--- src/pcrt_delay.sv ---
// enabled shift line that keeps words aligned across the pipeline
// depends on nothing
module pcrt_delay #(
    parameter int W = 8,
    parameter int D = 2
) (
    input  logic         i_clk,
    input  logic         i_rst_n,
    input  logic         i_en,
    input  logic [W-1:0] i_d,
    output logic [W-1:0] o_q
);

    logic [W-1:0] r_sh [D];

    always_ff @(posedge i_clk) begin
        if (!i_rst_n) begin
            for (int i = 0; i < D; i++) r_sh[i] <= '0;
        end else if (i_en) begin
            r_sh[0] <= i_d;
            for (int i = 1; i < D; i++) r_sh[i] <= r_sh[i-1];
        end
    end

    assign o_q = r_sh[D-1];

endmodule

--- config.mk ---
export PLATFORM = sky130hd
export DESIGN_NAME = pcrt_delay
export DESIGN_NICKNAME = d
export VERILOG_FILES = /design/src/pcrt_delay.sv
export SDC_FILE = /design/constraint.sdc
export NUM_CORES = 1
export LEC_CHECK = 0
export ABC_CLOCK_PERIOD_IN_PS = 1300
export BUFFER_PORTS_ARGS = -buffer_cell sky130_fd_sc_hd__buf_2
export CAP_MARGIN = 20
export CORE_MARGIN = 2
export CORE_UTILIZATION = 30
export CTS_CLUSTER_DIAMETER = 80
export DETAILED_ROUTE_END_ITERATION = 8
export PLACE_DENSITY = 0.57
export SKIP_LAST_GASP = 1
export SYNTH_ARGS = -nofsm -noshare
export SYNTH_HDL_FRONTEND = slang
export SYNTH_SLANG_ARGS = --single-unit
--- constraint.sdc ---
create_clock -name i_clk -period 1.3 [get_ports i_clk]
set_clock_uncertainty 0.05 [all_clocks]
set_input_delay 0.195 -clock i_clk [delete_from_list [all_inputs] [get_ports i_clk]]
set_output_delay 0.195 -clock i_clk [all_outputs]
set_load 0.1 [all_outputs]
Word-level counts from Yosys, hierarchy flattened
Memory sizes are Yosys's and may differ from the RTL's.
Index checks and enable logic that the tools add are counted.
{ "classes": {"addsub": 0, "mul": 0, "div": 0, "order_cmp": 0, "n_eq_ne": 0, "shifts": 0, "muxes": 6, "bitwise": 2, "n_reduce_logical": 0} }
{ "ops": {"columns": ["cell", "n"], "rows": [
  ["two-way mux 8 bit", 2],
  ["two-way mux 1 bit", 4],
  ["bitwise OR 1 bit", 2]
]} }
{ "word_totals": {"ff_bits": 0, "latchBits": 0, "ramBits": 16, "romBits": 0, "in_bits": 11, "output_inout_bits": 8, "word_cells": 9, "mem_count": 1} }
{ "memory_table": {"columns": ["memory", "depth", "width", "rd", "rd_ports_with_merged_regs", "write_ports", "line_no", "source"], "rows": [
  ["r_sh", 2, 8, 2, 0, 2, "14", "logic [W-1:0] r_sh [D];"]
]} }

Longest topological paths before layout
{ "depth": {"ltp_word": 4, "mapped_depth": 2, "mapped_depth_nobuf": 1} }

Worst setup path before layout
Ideal clock, no wire load.
{ "synth_path": {"kind": "in2reg", "startpoint": "in i_en", "endpoint": "mem r_sh[0][0] (enable)", "setup_ns": 0.375, "t_arrival_ns": 0.630, "slack_ns": 0.246, "path_stages": 1, "n_path_buf": 0, "cell_sequence": "nand2b_1"} }
{ "synth_rtl": {"columns": ["element", "line_no", "source"], "rows": [
  ["start, declared", "9", "input logic i_en,"],
  ["end, declared", "14", null]
]} }

==> results.cfg <==
[cts]
h-tree-depth = 1
cts_tree = yes
holdBufCountCts = 0
clock_path_buffers = 2
post_cts_buffers = 0
cts.repair.resized = 0
root_buffer = clkbuf_4
clkLatencyLatePin_ns = 0.27
clk_pin_slew_ns = 0.08
cts.sinks = 16
cts-buffers-inserted = 3

[critical_path]
path_buf_inv = 1
critPathKind = reg2out
critical_path.top_delay_family = buffers and inverters
cp-start-kind = flop
slowest_stage = buf_2
slowest_delay_ns = 0.42
worstPathMaxFanout = 1
crit_start = r_sh[0][13]$_SDFFCE_PN0P_
path_depth = 1
endpoint = o_q[5]
r2r-start = r_sh[0][7]$_SDFFCE_PN0P_
endpoint_kind = primary output
worstPathArrival_ns = 1.02
path_cells = buf_2
critPathRequiredTime_ns = 1.05
ff2ff_setup_slack_ns = 0.44
reg2reg_depth = 1
timing.rr.end = r_sh[0][15]$_SDFFCE_PN0P_

[drt]
ant_nets = 0
drt_pre_antenna_iters = 2
wl_per_cell_um = 9.699
drc_errors = 0
vias = 337
routed_wirelength_um = 805
drt_iter0_markers = 1
vias_per_cell = 4.060

[global_route]
grt_pass1_wl_mm = 1.269
grt_use_met3_pct = 0.8772
grt-busiest-layer = met2
use_met1_pct = 7.331
overflow = 0
grt_pass1_vias = 313
antenna_found_initial = 0
use_met2_pct = 10.68
grt_start_max_net_pins = 18
grt_use_total_pct = 7.196

[floorplan]
placementRows = 17
initial_utilization_pct = 31.03
die_area_um2 = 2639
dieHeight_um = 51.37
die_w_um = 51.37
io_pins = 19
core_area_um2 = 2170

[synth]
syn_inst = 43
yosys.area_share.simple_pct = 16.91
netlist_area_um2 = 673.1
synth.top_cells.by_count = 16 x edfxtp_1, 10 x and3_1, 9 x buf_4
yosys-mux-area-fraction_pct = 0
synth_fa_ha_area_share_pct = 0
synth_top_area_cell = edfxtp_1
synth_edf_count = 16
synth_nets = 54
ys_seq_elements = 16
async_flop_share_pct = 0
yosysTopAreaCellShare_pct = 71.38
synth_top_family_by_area = simple AND/OR/NAND/NOR gates
synth_xor_area_share_pct = 0
synth.most_common_cell = edfxtp_1
synth-main-ff-cell = edfxtp_1
synth_area_leaders = edfxtp_1 71%, buf_4 10%, and3_1 9.3%
yosys_warnings = 0
yosysUniqueCellTypes = 6
synth.avg_cell_area_um2 = 15.65
seq_area_frac_synth_pct = 71.38
synth_compound_area_share_pct = 0

[sta]
setup-tns-final_ns = 0
slew_headroom_pct = 67.92
finalSetupViolations = 0
fin_crit_ns = 1.268
rsz0062_at_grt = false
fmax_mhz = 788.8
tightest_slew_ns = 0.4845
drv_slew = 0
fin_crit_sh_pct = 97.52
final-hold-violation-count = 0

[final_layout]
largest-register = r_sh
largest_reg_flops = 16
reg_top3 = r_sh: 16 flops
layout.nets = 68
final_util_pct = 35.24
drive_gt1_share_pct = 50.91
syn2layout_area_growth_pct = 13.57
diodes = 0

[power]
p_per_area_nw_per_um2 = 1371
leakage_nw = 0.3668
power_mw = 1.048
vdd_drop_max_uv = 567.3

[flow_run]
cap_violations = 0

[place]
port_buffers = 18
gp_congestion = 0.6338

[outcome]
outcome = completed

[hold_path]
hold_path.class = in2reg
whs_path_depth = 2
where the power goes:
part / internal (mW) / total (mW) / leakage [nW] / switching [mW]
clock network: 0.107 / 0.240 / 0.0138 / 0.133
registers: 0.607 / 0.614 / 0.175 / 0.00681
logic: 0.0398 / 0.194 / 0.178 / 0.154
cells by family after synthesis:
group | count (synthesis)
flops | 16
buf+inv | 10
simple gates | 17
cell usage in the layout, fill, tap and decap left out:
cell and instances:
buf_2 17, nand2b_1 1, and3_2 6, edfxtp_1 16, and3_1 10, clkbuf_4 4, buf_12 1
per-stage QoR:
stage,hold WS [ns],instance area (um^2),worst slack (ns),std cells
finish,0.1816,764.5,0.03224,83
global route,0.1703,764.5,0.006791,83
CTS,0.1786,762.0,0.02651,83
detailed placement,0.4704,739.5,0.2059,80
global placement,0.4612,739.5,0.2216,80
floorplan,0.3812,673.1,0.2455,43
per-layer routing:
layer	vias to the layer above	wire, um
met5	-	0
met4	0	48
met3	5	54
met2	16	349
met1	141	352
li1	175	-
layout make-up:
cell class	instances	area, um^2
well taps	28	35.03
fillers	236	1405
multi-input cells	17	113.9
clock buffers	3	22.52
flip-flops and latches	16	480.5
repair buffers	19	112.6
worst min-delay path by stage:
| stage | start | endpoint | slack, ns |
|---|---|---|---|
| after floorplan | i_d[2] | r_sh[0][2]$_SDFFCE_PN0P_ | 0.38 |
| after global placement | i_d[3] | r_sh[0][3]$_SDFFCE_PN0P_ | 0.46 |
| after detailed placement | i_d[7] | r_sh[0][7]$_SDFFCE_PN0P_ | 0.47 |
| after CTS | i_d[7] | r_sh[0][7]$_SDFFCE_PN0P_ | 0.18 |
| after global routing | i_d[4] | r_sh[0][4]$_SDFFCE_PN0P_ | 0.17 |
| final | i_d[7] | r_sh[0][7]$_SDFFCE_PN0P_ | 0.18 |
Power figures use the tool's default switching activity.
