===== config.mk =====
export PLATFORM = sky130hd
export DESIGN_NAME = pcrt_term
export DESIGN_NICKNAME = d
export VERILOG_FILES = /design/src/pcrt_pkg.sv /design/src/pcrt_term.sv
export SDC_FILE = /design/constraint.sdc
export NUM_CORES = 2
export LEC_CHECK = 0
export ABC_AREA = 1
export BUFFER_PORTS_ARGS = -buffer_cell sky130_fd_sc_hd__buf_2
export CORE_ASPECT_RATIO = 0.5
export CORE_MARGIN = 5
export CORE_UTILIZATION = 50
export CTS_CLUSTER_DIAMETER = 100
export CTS_CLUSTER_SIZE = 20
export DETAILED_ROUTE_END_ITERATION = 8
export GPL_TIMING_DRIVEN = 0
export HOLD_SLACK_MARGIN = 0.02
export PLACE_DENSITY = 0.68
export SLEW_MARGIN = 20
export SYNTH_ARGS = -nofsm -noshare
export SYNTH_HDL_FRONTEND = slang
export SYNTH_SLANG_ARGS = --single-unit

===== constraint.sdc =====
create_clock -name i_clk -period 8.5 [get_ports i_clk]
set_input_delay 0.85 -clock i_clk [delete_from_list [all_inputs] [get_ports i_clk]]
set_output_delay 0.85 -clock i_clk [all_outputs]
set_load 0.01 [all_outputs]

===== src/pcrt_pkg.sv =====
// types, constants and helper functions for the poisson coverage ratio test unit
// no dependencies; used by every other file in src except pcrt_delay
package pcrt_pkg;

    localparam int CA_W   = 32;
    localparam int LEN_W  = 24;
    localparam int RL_W   = 16;
    localparam int TOL_W  = 15;
    localparam int K_W    = 17;
    localparam int PROD_W = 56;
    localparam int P_W    = 57;
    localparam int Q_W    = 42;
    localparam int CMP_W  = 49;
    localparam int LG_W   = 23;
    localparam int DL_W   = 26;
    localparam int FRAC_W = 16;

    localparam int CFG_IDX_W = 1;
    localparam logic [CFG_IDX_W-1:0] CFG_READ_LENGTH = 1'b0;
    localparam logic [CFG_IDX_W-1:0] CFG_RATIO_TOL   = 1'b1;

    localparam logic [RL_W-1:0]  RL_RESET  = 16'd100;
    localparam logic [TOL_W-1:0] TOL_RESET = 15'd3277;
    localparam logic [K_W-1:0]   ONE_Q16   = 17'd65536;
    localparam logic [29:0]      LN2_Q30   = 30'd744261118;

    // quotient bits resolved per divider stage
    localparam int DIV_STEPS = 4;
    localparam int DIV_LAT   = (PROD_W + DIV_STEPS - 1) / DIV_STEPS;
    localparam int LOG_LAT   = 4;
    localparam int TERM_LAT  = 4;

    localparam logic signed [63:0] S64_MAX = 64'sh7FFF_FFFF_FFFF_FFFF;
    localparam logic signed [63:0] S64_MIN = 64'sh8000_0000_0000_0000;

    typedef struct packed {
        logic [CA_W-1:0]  coverage_a;
        logic [CA_W-1:0]  coverage_b;
        logic [LEN_W-1:0] length_a;
        logic [LEN_W-1:0] length_b;
    } t_in;

    typedef struct packed {
        logic signed [63:0] log_ratio;
        logic               status;
    } t_out;

    // log2(1 + i/2^tb) in Q16 by repeated truncating squaring, last entry 1.0
    function automatic logic [16:0] lg_tab_entry(input int unsigned i, input int unsigned tb);
        logic [63:0] v;
        logic [16:0] r;
        int          k;
        if (i >= (32'd1 << tb)) begin
            return 17'd65536;
        end
        v = (64'd1 << 30) + (64'(i) << (30 - tb));
        r = '0;
        for (k = 1; k <= 16; k++) begin
            v = (v * v) >> 30;
            if (v >= (64'd1 << 31)) begin
                v = v >> 1;
                r = r | (17'd1 << (16 - k));
            end
        end
        return r;
    endfunction

    function automatic logic signed [63:0] sat_add(input logic signed [63:0] a,
                                                   input logic signed [63:0] b);
        logic signed [64:0] s;
        s = {a[63], a} + {b[63], b};
        if (s[64] != s[63]) begin
            return s[64] ? S64_MIN : S64_MAX;
        end
        return s[63:0];
    endfunction

    function automatic logic signed [63:0] sat_sub(input logic signed [63:0] a,
                                                   input logic signed [63:0] b);
        logic signed [64:0] s;
        s = {a[63], a} - {b[63], b};
        if (s[64] != s[63]) begin
            return s[64] ? S64_MIN : S64_MAX;
        end
        return s[63:0];
    endfunction

endpackage


===== src/pcrt_term.sv =====
// one likelihood term: ln2 scaling, split wide product, saturate and sign
// depends on pcrt_pkg
module pcrt_term (
    input  logic                              i_clk,
    input  logic                              i_en,
    input  logic [pcrt_pkg::PROD_W-1:0]       i_yq,
    input  logic signed [pcrt_pkg::DL_W-1:0]  i_dl,
    output logic signed [63:0]                o_val
);

    localparam int DW = pcrt_pkg::DL_W;
    localparam int HW = pcrt_pkg::PROD_W / 2;
    localparam int PW = HW + DW;
    localparam int FW = 2 * HW + DW;

    logic [DW-1:0]      mag;
    logic [DW+29:0]     r_ln;
    logic               r_neg1, r_neg2, r_neg3;
    logic [pcrt_pkg::PROD_W-1:0] r_yq;
    logic [DW+30:0]     ln_rnd;
    logic [DW-1:0]      lnm;
    logic [PW-1:0]      r_pl, r_ph;
    logic [FW-1:0]      r_prod;
    logic signed [63:0] mag64;
    logic signed [63:0] r_val;

    assign mag = i_dl[DW-1] ? DW'(-i_dl) : DW'(i_dl);

    always_ff @(posedge i_clk) begin
        if (i_en) begin
            r_ln   <= (DW+30)'(mag) * (DW+30)'(pcrt_pkg::LN2_Q30);
            r_neg1 <= i_dl[DW-1];
            r_yq   <= i_yq;
        end
    end

    // round half up on the magnitude
    assign ln_rnd = (DW+31)'(r_ln) + (DW+31)'(64'd1 << 29);
    assign lnm    = ln_rnd[DW+29:30];

    always_ff @(posedge i_clk) begin
        if (i_en) begin
            r_pl   <= PW'(r_yq[HW-1:0]) * PW'(lnm);
            r_ph   <= PW'(r_yq[2*HW-1:HW]) * PW'(lnm);
            r_neg2 <= r_neg1;
        end
    end

    always_ff @(posedge i_clk) begin
        if (i_en) begin
            r_prod <= (FW'(r_ph) << HW) + FW'(r_pl);
            r_neg3 <= r_neg2;
        end
    end

    assign mag64 = (r_prod[FW-1:79] != '0) ? pcrt_pkg::S64_MAX
                                            : $signed({1'b0, r_prod[78:16]});

    always_ff @(posedge i_clk) begin
        if (i_en) r_val <= r_neg3 ? -mag64 : mag64;
    end

    assign o_val = r_val;

endmodule


[Word-level counts from Yosys, hierarchy flattened]
Cells that the tools add are included.
Storage, ports and cells
  register bits after elaboration: 368
  bits in latches: 0
  memory bits (writable): 0
  memory bits (read-only): 0
  input bits: 84
  memories: 0
Operators by class
  $add $sub $neg: 4
  multiply operators: 3
  div/mod/pow operators: 0
  $lt $le $gt $ge: 0
  equality and inequality tests: 0
  shift operators: 0
  mux-type cells: 3
  bitwise operators: 0
  reductions and logical operators: 1
Operators with widths (number)
  28-bit by 26-bit multiplier with 54-bit output: 2
  82-bit by 54-bit adder with 82-bit output: 1
  64-bit 2-to-1 mux: 1
  63-bit negator with 64-bit output: 1
  63-bit 2-to-1 mux: 1
  56-bit by 30-bit adder with 56-bit output, second input constant: 1
  26-bit by 29-bit multiplier with 55-bit output, second input constant: 1
  26-bit 2-to-1 mux: 1
  26-bit negator: 1
  3-bit nonzero test: 1

[Longest topological paths before layout]
  word-level depth: 4
  depth in mapped cells: 40
  mapped depth without buffers: 39

[Worst setup path after synthesis]
OpenSTA, ideal clock, no wires.
  path kind: in2reg
  start point: input port i_dl[0] in the netlist's numbering
  end point: register r_ln[49], data pin
  library setup time: 0.252 ns
  arrival time: 7.708 ns
  data required time: 8.248 ns
  slack: 0.539 ns
  stages on the path: 38
  path buffers: 1
  cells stage by stage: inv_1 -> ha_1 -> nand3_1 -> nor3_1 -> inv_1 -> nor2_1 -> nand3_1 -> o21ai_0 -> o21ai_0 -> xor2_1 -> inv_1 -> fa_1 -> nand2_1 -> inv_1 -> nor2_1 -> ha_1 -> or2_2 -> clkbuf_1 -> [2 not listed] -> ha_1 -> a21o_1 -> fa_1 -> fa_1 -> fa_1 -> inv_1 -> fa_1 -> inv_1 -> ha_1 -> a21oi_1 -> o21ai_0 -> a21o_1 -> a21oi_1 -> inv_1 -> a21oi_1 -> nand2_1 -> nand2_1 -> nand2_1
On the way
  longest elaborated chain between the ends: 3
RTL lines
  from (decl): line pcrt_term.sv:7  | input logic signed [pcrt_pkg::DL_W-1:0] i_dl,
  26-bit negator: line pcrt_term.sv:27  | assign mag = i_dl[DW-1] ? DW'(-i_dl) : DW'(i_dl);
  26-bit 2-to-1 mux *: line pcrt_term.sv:27
  26-bit by 29-bit multiplier with 55-bit output *: line pcrt_term.sv:31  | r_ln <= (DW+30)'(mag) * (DW+30)'(pcrt_pkg::LN2_Q30);
  to (signal assigned): line pcrt_term.sv:31
  to (decl): line pcrt_term.sv:17  | logic [DW+29:0] r_ln;
Every way passes the cells marked *; elsewhere a longest branch is shown, timed or not.
A chain may end at the register's enable or synchronous reset.

[Worst setup path in the final report]
  start point: register r_ln[32]
  end point: register r_pl[52], data pin
On the way
  longest elaborated chain between the ends: 2
RTL lines
  56-bit by 30-bit adder with 56-bit output: line pcrt_term.sv:38  | assign ln_rnd = (DW+31)'(r_ln) + (DW+31)'(64'd1 << 29);
  28-bit by 26-bit multiplier with 54-bit output: line pcrt_term.sv:43  | r_pl <= PW'(r_yq[HW-1:0]) * PW'(lnm);
  to (signal assigned): line pcrt_term.sv:43
  to (decl): line pcrt_term.sv:22  | logic [PW-1:0] r_pl, r_ph;
No other way between the ends.

==> results.rst <==
.. list-table::
   :header-rows: 1

   * - Metric
     - Value
   * - Wire length of the first global-routing pass
     - 417 mm
   * - Layout cell share with drive strength beyond 1
     - 5.93%
   * - Placed Cells
     - 11.7k
   * - Overall die width
     - 566 um
   * - Most used cell along the critical path
     - nand2_1
   * - Largest stage delay on the critical path
     - 0.66 ns
   * - RD Place Congestion
     - 1.06
   * - Kind of critical path
     - flip-flop to flip-flop
   * - Number of top-level pins
     - 148
   * - Final number of max-transition violations
     - 0
   * - Effective utilization at floorplan
     - 50.2%
   * - Number of global-route vias before repair
     - 65.6k
   * - Clock Sinks
     - 308
   * - Number of distinct library cells after synthesis
     - 47
   * - Post-DR vias/cell
     - 5.43
   * - Total via count after detailed routing
     - 63.6k
   * - Routed wire length
     - 282 mm
   * - Yosys reg bits
     - 308
   * - Unrepaired setup endpoints after global routing
     - yes
   * - Hold buffer count at CTS
     - 0
   * - # Max-Cap Violations
     - 0
   * - Maximum number of buffers from clock root to sink
     - 3
   * - Setup TNS
     - 0 ns
   * - Path category of the worst min-delay check
     - input port to flip-flop
   * - Clock network latency to the later pin of the worst-skew pair
     - 0.71 ns
   * - Total number of H-tree levels
     - 1
   * - First DRT Iteration DRCs
     - 6,163
   * - Port buffer count
     - 147
   * - Achievable Freq
     - 0.120 GHz
   * - Clock root cell
     - clkbuf_16
   * - Number of synthesized flops with an enable pin
     - 308
   * - Number of design rule violations left after detail routing
     - 0
   * - Syn Nets
     - 11.7k
   * - Largest net degree at the start of global routing
     - 95
   * - Gate Count Post-Synth
     - 9,430
   * - Floorplan die height
     - 288 um
   * - Critical Path Sink Type
     - flip-flop
   * - Sequential fraction of the synthesis area
     - 12.0%
   * - Hold violation count in the final report
     - 0
   * - Most frequent standard cell in the layout excluding fill and tap cells
     - inv_1
   * - Post-synth ARST share
     - 0%
   * - Result of the run
     - finished, final reports clean
   * - Antenna-violating nets left
     - 0
   * - Post-synthesis instance area
     - 0.0774 mm^2
   * - Length of the first detailed-routing pass in iterations
     - 6
   * - Crit path launch type
     - flip-flop
   * - Final setup violation count
     - 0
   * - Combined global-route utilization of all metal layers
     - 34.8%
   * - Final Critical Period
     - 8.33 ns
   * - Count of yosys warnings during synthesis
     - 0
   * - Area growth from synthesis to layout
     - 6.59%
   * - Combined flip-flop and latch cell area
     - 0.00925 mm^2
   * - CORE AREA
     - 0.154 mm^2
   * - Dominant register cell in the synthesized netlist
     - edfxtp_1
   * - Combined area of the multi-input logic cells
     - 0.0584 mm^2
   * - Post-CTS clock slew at the launch and capture registers of the worst setup and hold paths
     - 0.09 ns
   * - Largest clock skew in the final design
     - 0.0975 ns
   * - Highest-count cells in the layout ignoring fill and taps
     - inv_1 (2,401), nand2_1 (1,723), fa_1 (1,506)
   * - Average wire per cell in the routed design
     - 24.1 um
   * - CTS tree
     - done
   * - Final #Nets
     - 11.9k
   * - Mean post-synth cell area
     - 8.21 um^2
   * - Overflow left after global routing
     - 0
   * - Final period util
     - 98.0%
   * - Fill cell count
     - 14.9k
   * - Max stage delay cell, worst path
     - fa_2
   * - Die outline area
     - 0.163 mm^2
   * - DP Wirelength
     - 242 mm
   * - Number of rows in the core area
     - 102
   * - Inserted Clock Buffers
     - 23
   * - Number of cells in the finished layout apart from fillers
     - 11.7k
   * - Worst relative slew slack
     - 20.5%
   * - Worst endpoint required time
     - 8.84 ns
   * - Max Fanout on Critical Path
     - 10
   * - Number of antenna violations at the first check in global routing
     - 9
   * - Crit path DAT
     - 8.67 ns
   * - Slew at the pin closest to its max-slew limit
     - 1.19 ns
worst paths after layout:
path | slack, ns | start | to | cells past startpoint
worst min register to register | 0.42 | r_pl[16] | r_prod[16] | 0
worst max register to register | 0.17 | r_ln[32] | r_pl[52] | 30
worst max-delay path | 0.17 | r_ln[32] | r_pl[52] | 30
worst min-delay path | 0.31 | i_yq[23] | r_yq[23] | 1
critical path, delay by kind of cell (launching register included):
family	cells	cell delay, ns
AOI/OAI and AO/OA	2	0.40
adders and majority gates	8	4.02
buffers and inverters	6	1.03
DFF	1	0.46
and+or+nand+nor	14	2.02
per-layer routing:
metal / part of all wire [%] / track usage [%] / up-vias
met1: 39 / 45.0 / 31290
met2: 42 / 52.1 / 3376
li1: - / - / 28170
met4: 5.9 / 16.0 / 10
met5: 0.080 / 0.546 / -
met3: 13 / 13.2 / 741
flip-flops by register name, indices dropped and copies added, names as in the netlist, 27 cells and up:
name,flops
o_val,64
r_prod,66
r_pl,38
r_ph,54
r_yq,56
r_ln,27
synth_stat cells, drive strengths merged (73+ instances only):
cell type / instances / share of area, %
xor2: 145 / 1.6
o21ai: 177 / 1.2
a21oi: 234 / 1.5
clkbuf: 204 / 0.99
nor2: 1267 / 6.4
buf: 73 / 0.51
inv: 2428 / 12
nand2: 1752 / 8.5
nand3: 224 / 1.5
nor3: 75 / 0.55
edfxtp: 308 / 12
ha: 694 / 11
fa: 1518 / 39
layout make-up:
cell class                 instances  share of cell area, %
antenna                            4                 0.0121
buffer                           277                   1.67
clock buffer                      24                  0.702
clock inverter                    10                  0.162
inverter                        2446                   11.2
multi-input combinational       6399                   70.7
sequential                       308                   11.2
tap                             2080                   3.16
timing repair buffer             167                   1.16
cell families after synthesis:
group	count (synthesis)	share of synthesized area, %
flops	308	12.0
simple gates	3448	18.1
compound gates	542	3.90
buf+inv	2723	13.4
fa+ha+maj	2212	50.5
xor+xnor	197	2.23
metrics by stage:
stage	worst slack, ns	hold WS (ns)	utilization, %	cell area, um^2
6_report	0.170	0.311	53.5	82500
4_1_cts	0.000695	0.282	53.0	81800
5_1_grt	-0.0915	0.290	53.5	82500
2_1_floorplan	0.539	0.400	-	77400
3_5_place_dp	-1.50	0.405	52.4	80800
3_3_place_gp	-1.41	0.401	52.3	80700
repair_timing:
| item | 4_1_cts | 5_1_grt |
|---|---|---|
| endpoints found under the hold margin | 0 | 0 |
| gates resized for setup | 113 | 219 |
| pin swaps | 1 | 8 |
| setup buffers | 1 | 16 |
| setup endpoints to repair | 95 | 91 |
Power is not shown: default switching activity piles up to over one toggle a cycle in this logic, so the estimate is an artifact.
