$ cat src/pcrt_pkg.sv
// types, constants and helper functions for the poisson coverage ratio test unit
// no dependencies; used by every other file in src except pcrt_delay
package pcrt_pkg;

    localparam int CA_W   = 32;
    localparam int LEN_W  = 24;
    localparam int RL_W   = 16;
    localparam int TOL_W  = 15;
    localparam int K_W    = 17;
    localparam int PROD_W = 56;
    localparam int P_W    = 57;
    localparam int Q_W    = 42;
    localparam int CMP_W  = 49;
    localparam int LG_W   = 23;
    localparam int DL_W   = 26;
    localparam int FRAC_W = 16;

    localparam int CFG_IDX_W = 1;
    localparam logic [CFG_IDX_W-1:0] CFG_READ_LENGTH = 1'b0;
    localparam logic [CFG_IDX_W-1:0] CFG_RATIO_TOL   = 1'b1;

    localparam logic [RL_W-1:0]  RL_RESET  = 16'd100;
    localparam logic [TOL_W-1:0] TOL_RESET = 15'd3277;
    localparam logic [K_W-1:0]   ONE_Q16   = 17'd65536;
    localparam logic [29:0]      LN2_Q30   = 30'd744261118;

    // quotient bits resolved per divider stage
    localparam int DIV_STEPS = 4;
    localparam int DIV_LAT   = (PROD_W + DIV_STEPS - 1) / DIV_STEPS;
    localparam int LOG_LAT   = 4;
    localparam int TERM_LAT  = 4;

    localparam logic signed [63:0] S64_MAX = 64'sh7FFF_FFFF_FFFF_FFFF;
    localparam logic signed [63:0] S64_MIN = 64'sh8000_0000_0000_0000;

    typedef struct packed {
        logic [CA_W-1:0]  coverage_a;
        logic [CA_W-1:0]  coverage_b;
        logic [LEN_W-1:0] length_a;
        logic [LEN_W-1:0] length_b;
    } t_in;

    typedef struct packed {
        logic signed [63:0] log_ratio;
        logic               status;
    } t_out;

    // log2(1 + i/2^tb) in Q16 by repeated truncating squaring, last entry 1.0
    function automatic logic [16:0] lg_tab_entry(input int unsigned i, input int unsigned tb);
        logic [63:0] v;
        logic [16:0] r;
        int          k;
        if (i >= (32'd1 << tb)) begin
            return 17'd65536;
        end
        v = (64'd1 << 30) + (64'(i) << (30 - tb));
        r = '0;
        for (k = 1; k <= 16; k++) begin
            v = (v * v) >> 30;
            if (v >= (64'd1 << 31)) begin
                v = v >> 1;
                r = r | (17'd1 << (16 - k));
            end
        end
        return r;
    endfunction

    function automatic logic signed [63:0] sat_add(input logic signed [63:0] a,
                                                   input logic signed [63:0] b);
        logic signed [64:0] s;
        s = {a[63], a} + {b[63], b};
        if (s[64] != s[63]) begin
            return s[64] ? S64_MIN : S64_MAX;
        end
        return s[63:0];
    endfunction

    function automatic logic signed [63:0] sat_sub(input logic signed [63:0] a,
                                                   input logic signed [63:0] b);
        logic signed [64:0] s;
        s = {a[63], a} - {b[63], b};
        if (s[64] != s[63]) begin
            return s[64] ? S64_MIN : S64_MAX;
        end
        return s[63:0];
    endfunction

endpackage

$ cat src/pcrt_div.sv
// pipelined restoring divider, a few quotient bits per stage
// depends on pcrt_pkg
module pcrt_div (
    input  logic                         i_clk,
    input  logic                         i_en,
    input  logic [pcrt_pkg::PROD_W-1:0]  i_num,
    input  logic [pcrt_pkg::RL_W-1:0]    i_den,
    output logic [pcrt_pkg::PROD_W-1:0]  o_quo
);

    localparam int NP  = pcrt_pkg::DIV_LAT * pcrt_pkg::DIV_STEPS;
    localparam int DW  = pcrt_pkg::RL_W;
    localparam int LAT = pcrt_pkg::DIV_LAT;

    for (genvar s = 0; s < LAT; s++) begin : g_st
        logic [NP-1:0] q_in, q_c, r_q;
        logic [DW-1:0] rem_in, rem_c, den_in, r_rem, r_den;
        logic [DW:0]   t;

        if (s == 0) begin : g_first
            assign q_in   = NP'(i_num);
            assign rem_in = '0;
            assign den_in = i_den;
        end else begin : g_next
            assign q_in   = g_st[s-1].r_q;
            assign rem_in = g_st[s-1].r_rem;
            assign den_in = g_st[s-1].r_den;
        end

        // numerator bits shift out of the top, quotient bits shift in below
        always_comb begin
            q_c   = q_in;
            rem_c = rem_in;
            t     = '0;
            for (int j = 0; j < pcrt_pkg::DIV_STEPS; j++) begin
                t   = {rem_c, q_c[NP-1]};
                q_c = {q_c[NP-2:0], 1'b0};
                if (t >= {1'b0, den_in}) begin
                    t      = t - {1'b0, den_in};
                    q_c[0] = 1'b1;
                end
                rem_c = t[DW-1:0];
            end
        end

        always_ff @(posedge i_clk) begin
            if (i_en) begin
                r_q   <= q_c;
                r_rem <= rem_c;
                r_den <= den_in;
            end
        end
    end

    assign o_quo = g_st[LAT-1].r_q[pcrt_pkg::PROD_W-1:0];

endmodule

$ cat config.mk
export PLATFORM = sky130hd
export DESIGN_NAME = pcrt_div
export DESIGN_NICKNAME = d
export VERILOG_FILES = /design/src/pcrt_pkg.sv /design/src/pcrt_div.sv
export SDC_FILE = /design/constraint.sdc
export NUM_CORES = 2
export LEC_CHECK = 0
export BUFFER_PORTS_ARGS = -buffer_cell sky130_fd_sc_hd__buf_4
export CAP_MARGIN = 30
export CELL_PAD_IN_SITES_DETAIL_PLACEMENT = 1
export CELL_PAD_IN_SITES_GLOBAL_PLACEMENT = 2
export CORE_ASPECT_RATIO = 1.2
export CORE_MARGIN = 5
export CORE_UTILIZATION = 44
export DETAILED_ROUTE_END_ITERATION = 8
export PLACE_DENSITY = 0.83
export SYNTH_ARGS = -nofsm -noshare
export SYNTH_HDL_FRONTEND = slang
export SYNTH_SLANG_ARGS = --single-unit
$ cat constraint.sdc
create_clock -name i_clk -period 16.95 [get_ports i_clk]
set_input_delay 1.695 -clock i_clk [delete_from_list [all_inputs] [get_ports i_clk]]
set_output_delay 1.695 -clock i_clk [all_outputs]
set_load 0.01 [all_outputs]
# ---- Word-level counts from Yosys, hierarchy flattened
# Cells that the tools add are included.
# Widths: inputs -> output; s select.
dict set report word_totals {
  ff_bits 1200
  in_bits 74
  out_inout_bits 56
  wordCells 262
}
dict set report classes {
  add_sub_neg 55
  magnitude_cmp 56
  mux 111
}
# op count
set op_table {}
lappend op_table {{$ge 17x16->1} 55}
lappend op_table {{$mux 16} 55}
lappend op_table {{$sub 16x16->16} 54}
lappend op_table {{$mux 1} 56}
lappend op_table {{$ge 1x16->1} 1}
lappend op_table {{$sub 1x16->16} 1}

# ---- Logic depth before layout (Yosys ltp)
dict set report logic_depth {
  word_depth 8
  mapped_depth 53
  depth_no_buf 49
}

# ---- Worst setup path before layout
# OpenSTA, ideal clock, no wires.
dict set report synth_path {
  path_kind {register to register}
  start {reg g_st[6].r_den[10]}
  end {reg g_st[7].r_rem[10], data pin}
  setup_time_ns 0.260
  arrival_ns 10.910
  t_required_ns 16.690
  slack_ns 5.780
  stages_incl_launch_ff 50
  n_path_buf 6
  synth_period_minus_slack_ns 11.170
  cell_sequence {edfxtp_1 > inv_1 > ha_1 > and4_1 > nand4_1 > or3_1 > o2111ai_1 > and3b_1 > a21oi_1 > clkbuf_1 > buf_2 > nand2_1 > o21ai_0 > inv_1 > ha_1 > a21oi_1 > o211a_1 > o31ai_1 > [... 14 more ...] > nor4_1 > o41ai_1 > and2_1 > a311oi_2 > buf_2 > mux2i_1 > ha_1 > nor2b_1 > o21ai_0 > a21boi_0 > o211ai_1 > a21oi_1 > o31a_1 > a221oi_1 > nand2_1 > a221oi_2 > buf_2 > mux2_2}
}
dict set report synth_between {
  elab_chain_cells 8
  word_cells_on_any_way 12
  classes_between {add/sub (4); order compare (4); mux (4)}
}
# item line
set synth_lines {}
lappend synth_lines {{start: declaration} pcrt_div.sv:17} ;# logic [DW-1:0] rem_in, rem_c, den_in, r_rem, r_den;
lappend synth_lines {{start signal: assignment} pcrt_div.sv:50} ;# r_den <= den_in;
lappend synth_lines {{$sub 16x16->16 or $ge 17x16->1 (tied branches)} {pcrt_div.sv:39, pcrt_div.sv:38}}
lappend synth_lines {{$mux 16} pcrt_div.sv:38} ;# if (t >= {1'b0, den_in}) begin
lappend synth_lines {{$sub 16x16->16 or $ge 17x16->1 (tied branches)} {pcrt_div.sv:39, pcrt_div.sv:38}}
lappend synth_lines {{$mux 16} pcrt_div.sv:38}
lappend synth_lines {{$ge 17x16->1 or $sub 16x16->16 (tied branches)} {pcrt_div.sv:38, pcrt_div.sv:39}}
lappend synth_lines {{$mux 16} pcrt_div.sv:38}
lappend synth_lines {{$sub 16x16->16 or $ge 17x16->1 (tied branches)} {pcrt_div.sv:39, pcrt_div.sv:38}}
lappend synth_lines {{$mux 16 *} pcrt_div.sv:38}
lappend synth_lines {{via g_st[7].t[10]} pcrt_div.sv:18} ;# logic [DW:0] t;
lappend synth_lines {{end signal: assignment} pcrt_div.sv:49} ;# r_rem <= rem_c;
lappend synth_lines {{end: declaration} pcrt_div.sv:17}
# Mark *: on every way through the listed nets, which the timed path passes. The rest lies on a longest branch.
# A chain may end at the register's enable or synchronous reset.

# ---- Worst setup path in the final report
dict set report layout_path {
  start {reg g_st[5].r_den[8]}
  end {reg g_st[6].r_rem[4], data pin}
}
dict set report layout_between {
  elab_chain_cells 8
  word_cells_on_any_way 12
  classes_between {add/sub (4); order compare (4); mux (4)}
}
# item line
set layout_lines {}
lappend layout_lines {{start: declaration} pcrt_div.sv:17}
lappend layout_lines {{start signal: assignment} pcrt_div.sv:50}
lappend layout_lines {{$sub 16x16->16 or $ge 17x16->1 (tied branches)} {pcrt_div.sv:39, pcrt_div.sv:38}}
lappend layout_lines {{$mux 16} pcrt_div.sv:38}
lappend layout_lines {{$sub 16x16->16 or $ge 17x16->1 (tied branches)} {pcrt_div.sv:39, pcrt_div.sv:38}}
lappend layout_lines {{$mux 16} pcrt_div.sv:38}
lappend layout_lines {{$ge 17x16->1 or $sub 16x16->16 (tied branches)} {pcrt_div.sv:38, pcrt_div.sv:39}}
lappend layout_lines {{$mux 16} pcrt_div.sv:38}
lappend layout_lines {{$sub 16x16->16 or $ge 17x16->1 (tied branches)} {pcrt_div.sv:39, pcrt_div.sv:38}}
lappend layout_lines {{$mux 16 *} pcrt_div.sv:38}
lappend layout_lines {{via g_st[6].t[4]} pcrt_div.sv:18}
lappend layout_lines {{end signal: assignment} pcrt_div.sv:49}
lappend layout_lines {{end: declaration} pcrt_div.sv:17}
# Marked as above.

==> out/metrics.csv <==
stage,metric,value,unit
detailed_routing,ant_nets,0,
synth,synthCells,7959,
synth,synth-simple-area-share,10.9,%
synth,synthTopCellsByCount,"edfxtp_1, ha_1, a21oi_1, inv_1, nor2_1",
sta,hold_viol,0,
die,dieArea,0.202,mm²
synth,synth_top_area_cell,edfxtp_1,
worst_setup_path,critPathCaptureType,flip-flop,
sta,rsz0062_at_grt,no,
sta,slew_viol_final,0,
sta,fin_crit,12820,ps
global_route,antenna_found_initial,1,
clock_tree,postCtsSetupBuffers,0,
synth,synth_nets,8969,
clock_tree,clockRootBuffer,clkbuf_16,
hold_path,min_path_cells,0,
synth,synthMuxAreaShare,7.45,%
synth,synth_compound_area_share,15.4,%
clock_tree,cts_buffers,133,
status,status,finished clean,
synth,synth_top_family_by_area,compound AO/OA/AOI/OAI gates,
hold_path,hp-class,reg2reg,
clock_tree,clock_sinks,1200,
die,die_h,492,µm
final_layout,area_delta_synth_final,10.1,%
detailed_routing,via_per_inst,5.77,
synth,synthAdderAreaFrac,14.2,%
worst_setup_path,r2r-end,g_st[6].r_rem[4]$_DFFE_PP_,
detailed_routing,routedWlPerCell,22.4,µm
final_layout,layout-drive-gt1-share,11.6,%
clock_tree,ctsHtreeMaxLevel,4,
worst_setup_path,cp-startpoint,g_st[5].r_den[8]$_DFFE_PP_,
global_route,grt_util_all_layers,23.5,%
synth,synth.area.top_cells,"edfxtp_1, ha_1, mux2_2",
clock_tree,cts_max_path_buffers,3,
sta,setup_viol_count_final,0,
worst_setup_path,worstPathRequired,17500,ps
detailed_routing,wl,243,mm
global_route,grt_overflow,0,
run,drv_cap,0,
die,start_util,44.1,%
detailed_routing,drc_errors,0,
synth,yosys_most_used_dff,edfxtp_1,
worst_setup_path,r2r_setup_slack,4130,ps
die,num_rows,177,
sta,max_freq,78.0,MHz
sta,max_slew_margin,32.7,%
placement,gp_congestion,0.893,
placement,dp_hpwl,192,mm
final_layout,final_nets,9163,
sta,setup_tns,0,ps
synth,ys_warn_count,0,
detailed_routing,first_pass_iters,7,
synth,async_reset_ff_share,0,%
detailed_routing,vias,62600,
synth,synth_xor_area_share,6.53,%
clock_tree,tritoncts,yes,
placement,port_buffers,129,
synth,synth_top_area_share,42.3,%
clock_tree,cts_hold_buf,0,
global_route,grt_max_degree,183,
detailed_routing,dr.first_iter.drc_count,3115,
sta,worstMarginPinSlew,1010,ps
clock_tree,clkTransAtPathRegs,60,ps
worst_setup_path,crit_top_cell,a21oi_1,
synth,syn_area,0.0851,mm²
synth,ys_seq_area_share,42.3,%
synth,ys_ff_latch,1200,
synth,synth_cell_type_count,95,
worst_setup_path,cp_slowest_cell,o21a_1,
die,core_area,0.193,mm²
worst_setup_path,arrival,13370,ps
worst_setup_path,critical_path_class,reg2reg,
worst_setup_path,r2r_start,g_st[5].r_den[8]$_DFFE_PP_,
die,num_io_pins,130,
global_route,grt_pass1_vias,66400,
clock_tree,cts.repair.resized,0,
worst_setup_path,endpoint,g_st[6].r_rem[4]$_DFFE_PP_,
sta,clock_skew,35.8,ps
worst_setup_path,cp_slowest_stage_delay,660,ps
clock_tree,clk_latency,830,ps
worst_setup_path,critPathMaxFanout,24,
die,die_w,412,µm
synth,synth_edf_count,1200,
worst_setup_path,reg2reg_depth,40,
synth,syn_area_per_cell,10.7,µm²
synth,synth_most_common_cell,edfxtp_1,
global_route,grt_pass1_wl,377,mm
sta,min_period_over_period,75.6,%
worst_setup_path,critPathLaunchType,flip-flop,
-- cell families (layout without fill, tap and decap cells) --
kind of cell    count (synthesis)  count (layout)
xor+xnor                      635             635
fa+ha+maj                     936             936
compound gates               2028            2028
flops                        1200            1200
buf+inv                       695             993
simple gates                 1892            1892
other cells                     0               2
mux                           573             573
-- cell type report --
class	count	area [µm²]
fill	21100	99400
tap	2595	3250
timing repair buffer	174	1420
inverter	580	2180
multi-input combinational	6064	46500
antenna	2	5.00
sequential	1200	36000
clock inverter	79	895
clock buffer	160	3470
-- state kept, by name, summed over array words and instances, names as in the netlist --
name         cells
g_st.den_in     16
g_st.q_in       56
g_st.r_den     192
g_st.r_q       672
g_st.r_rem     192
g_st.rem_in     16
o_quo           56
-- through the flow --
stage / worst slack, ps / instance area, µm² / cells / utilization [%] / hold WS (ps)
6_report: 4130 / 93700 / 10900 / 48.5 / 396
5_1_grt: 2940 / 93700 / 10900 / 48.5 / 402
4_1_cts: 3870 / 93700 / 10900 / 48.5 / 392
3_5_place_dp: 3940 / 89300 / 10600 / 46.2 / 405
3_3_place_gp: 4110 / 89200 / 10600 / 46.2 / 400
2_1_floorplan: 5780 / 85100 / 7959 / - / 400
-- worst min path at each step --
stage                                      startpoint                          end
after detailed placement  g_st[10].q_in[12]$_DFFE_PP_   g_st[10].r_q[16]$_DFFE_PP_
final                       g_st[8].r_q[11]$_DFFE_PP_  g_st[10].q_in[15]$_DFFE_PP_
after global routing        g_st[8].r_q[26]$_DFFE_PP_  g_st[10].q_in[30]$_DFFE_PP_
after CTS                   g_st[8].r_q[26]$_DFFE_PP_  g_st[10].q_in[30]$_DFFE_PP_
after global placement    g_st[10].q_in[45]$_DFFE_PP_   g_st[10].r_q[49]$_DFFE_PP_
after floorplan              g_st[8].r_q[6]$_DFFE_PP_  g_st[10].q_in[10]$_DFFE_PP_
-- worst max-delay path, delay by kind of cell (launching register included) --
kind / cells / cell delay [ps]
adders and majority gates: 4 / 1540
muxes: 3 / 1300
AOI/OAI and AO/OA: 21 / 5750
buffers and inverters: 4 / 1410
and+or+nand+nor: 8 / 1990
DFF: 1 / 540
-- metal layers --
metal  global-route usage, %  part of all wire (%)  vias up
met5                       0                     0        -
met4                    8.13                   3.6        0
met3                    2.48                   2.4      379
met2                    43.8                    52      845
met1                    28.0                    42    31100
li1                        -                     -    30300
-- placed cells by master, fill, tap and decap left out, types with 129 or more instances in the layout --
cell / instances
ha_1: 882
nand2_1: 434
xor2_1: 207
mux2_2: 473
nor2_1: 488
clkbuf_16: 135
o21ai_0: 388
buf_4: 165
a21oi_1: 630
nor2b_1: 129
xnor2_1: 428
inv_1: 572
nand3_1: 149
nand4_1: 160
nor3_1: 153
a21o_1: 239
edfxtp_1: 1200
Power is left out: the tool's default activity adds up to more than one toggle a clock period on the data nets, which glitch-free logic cannot reach.
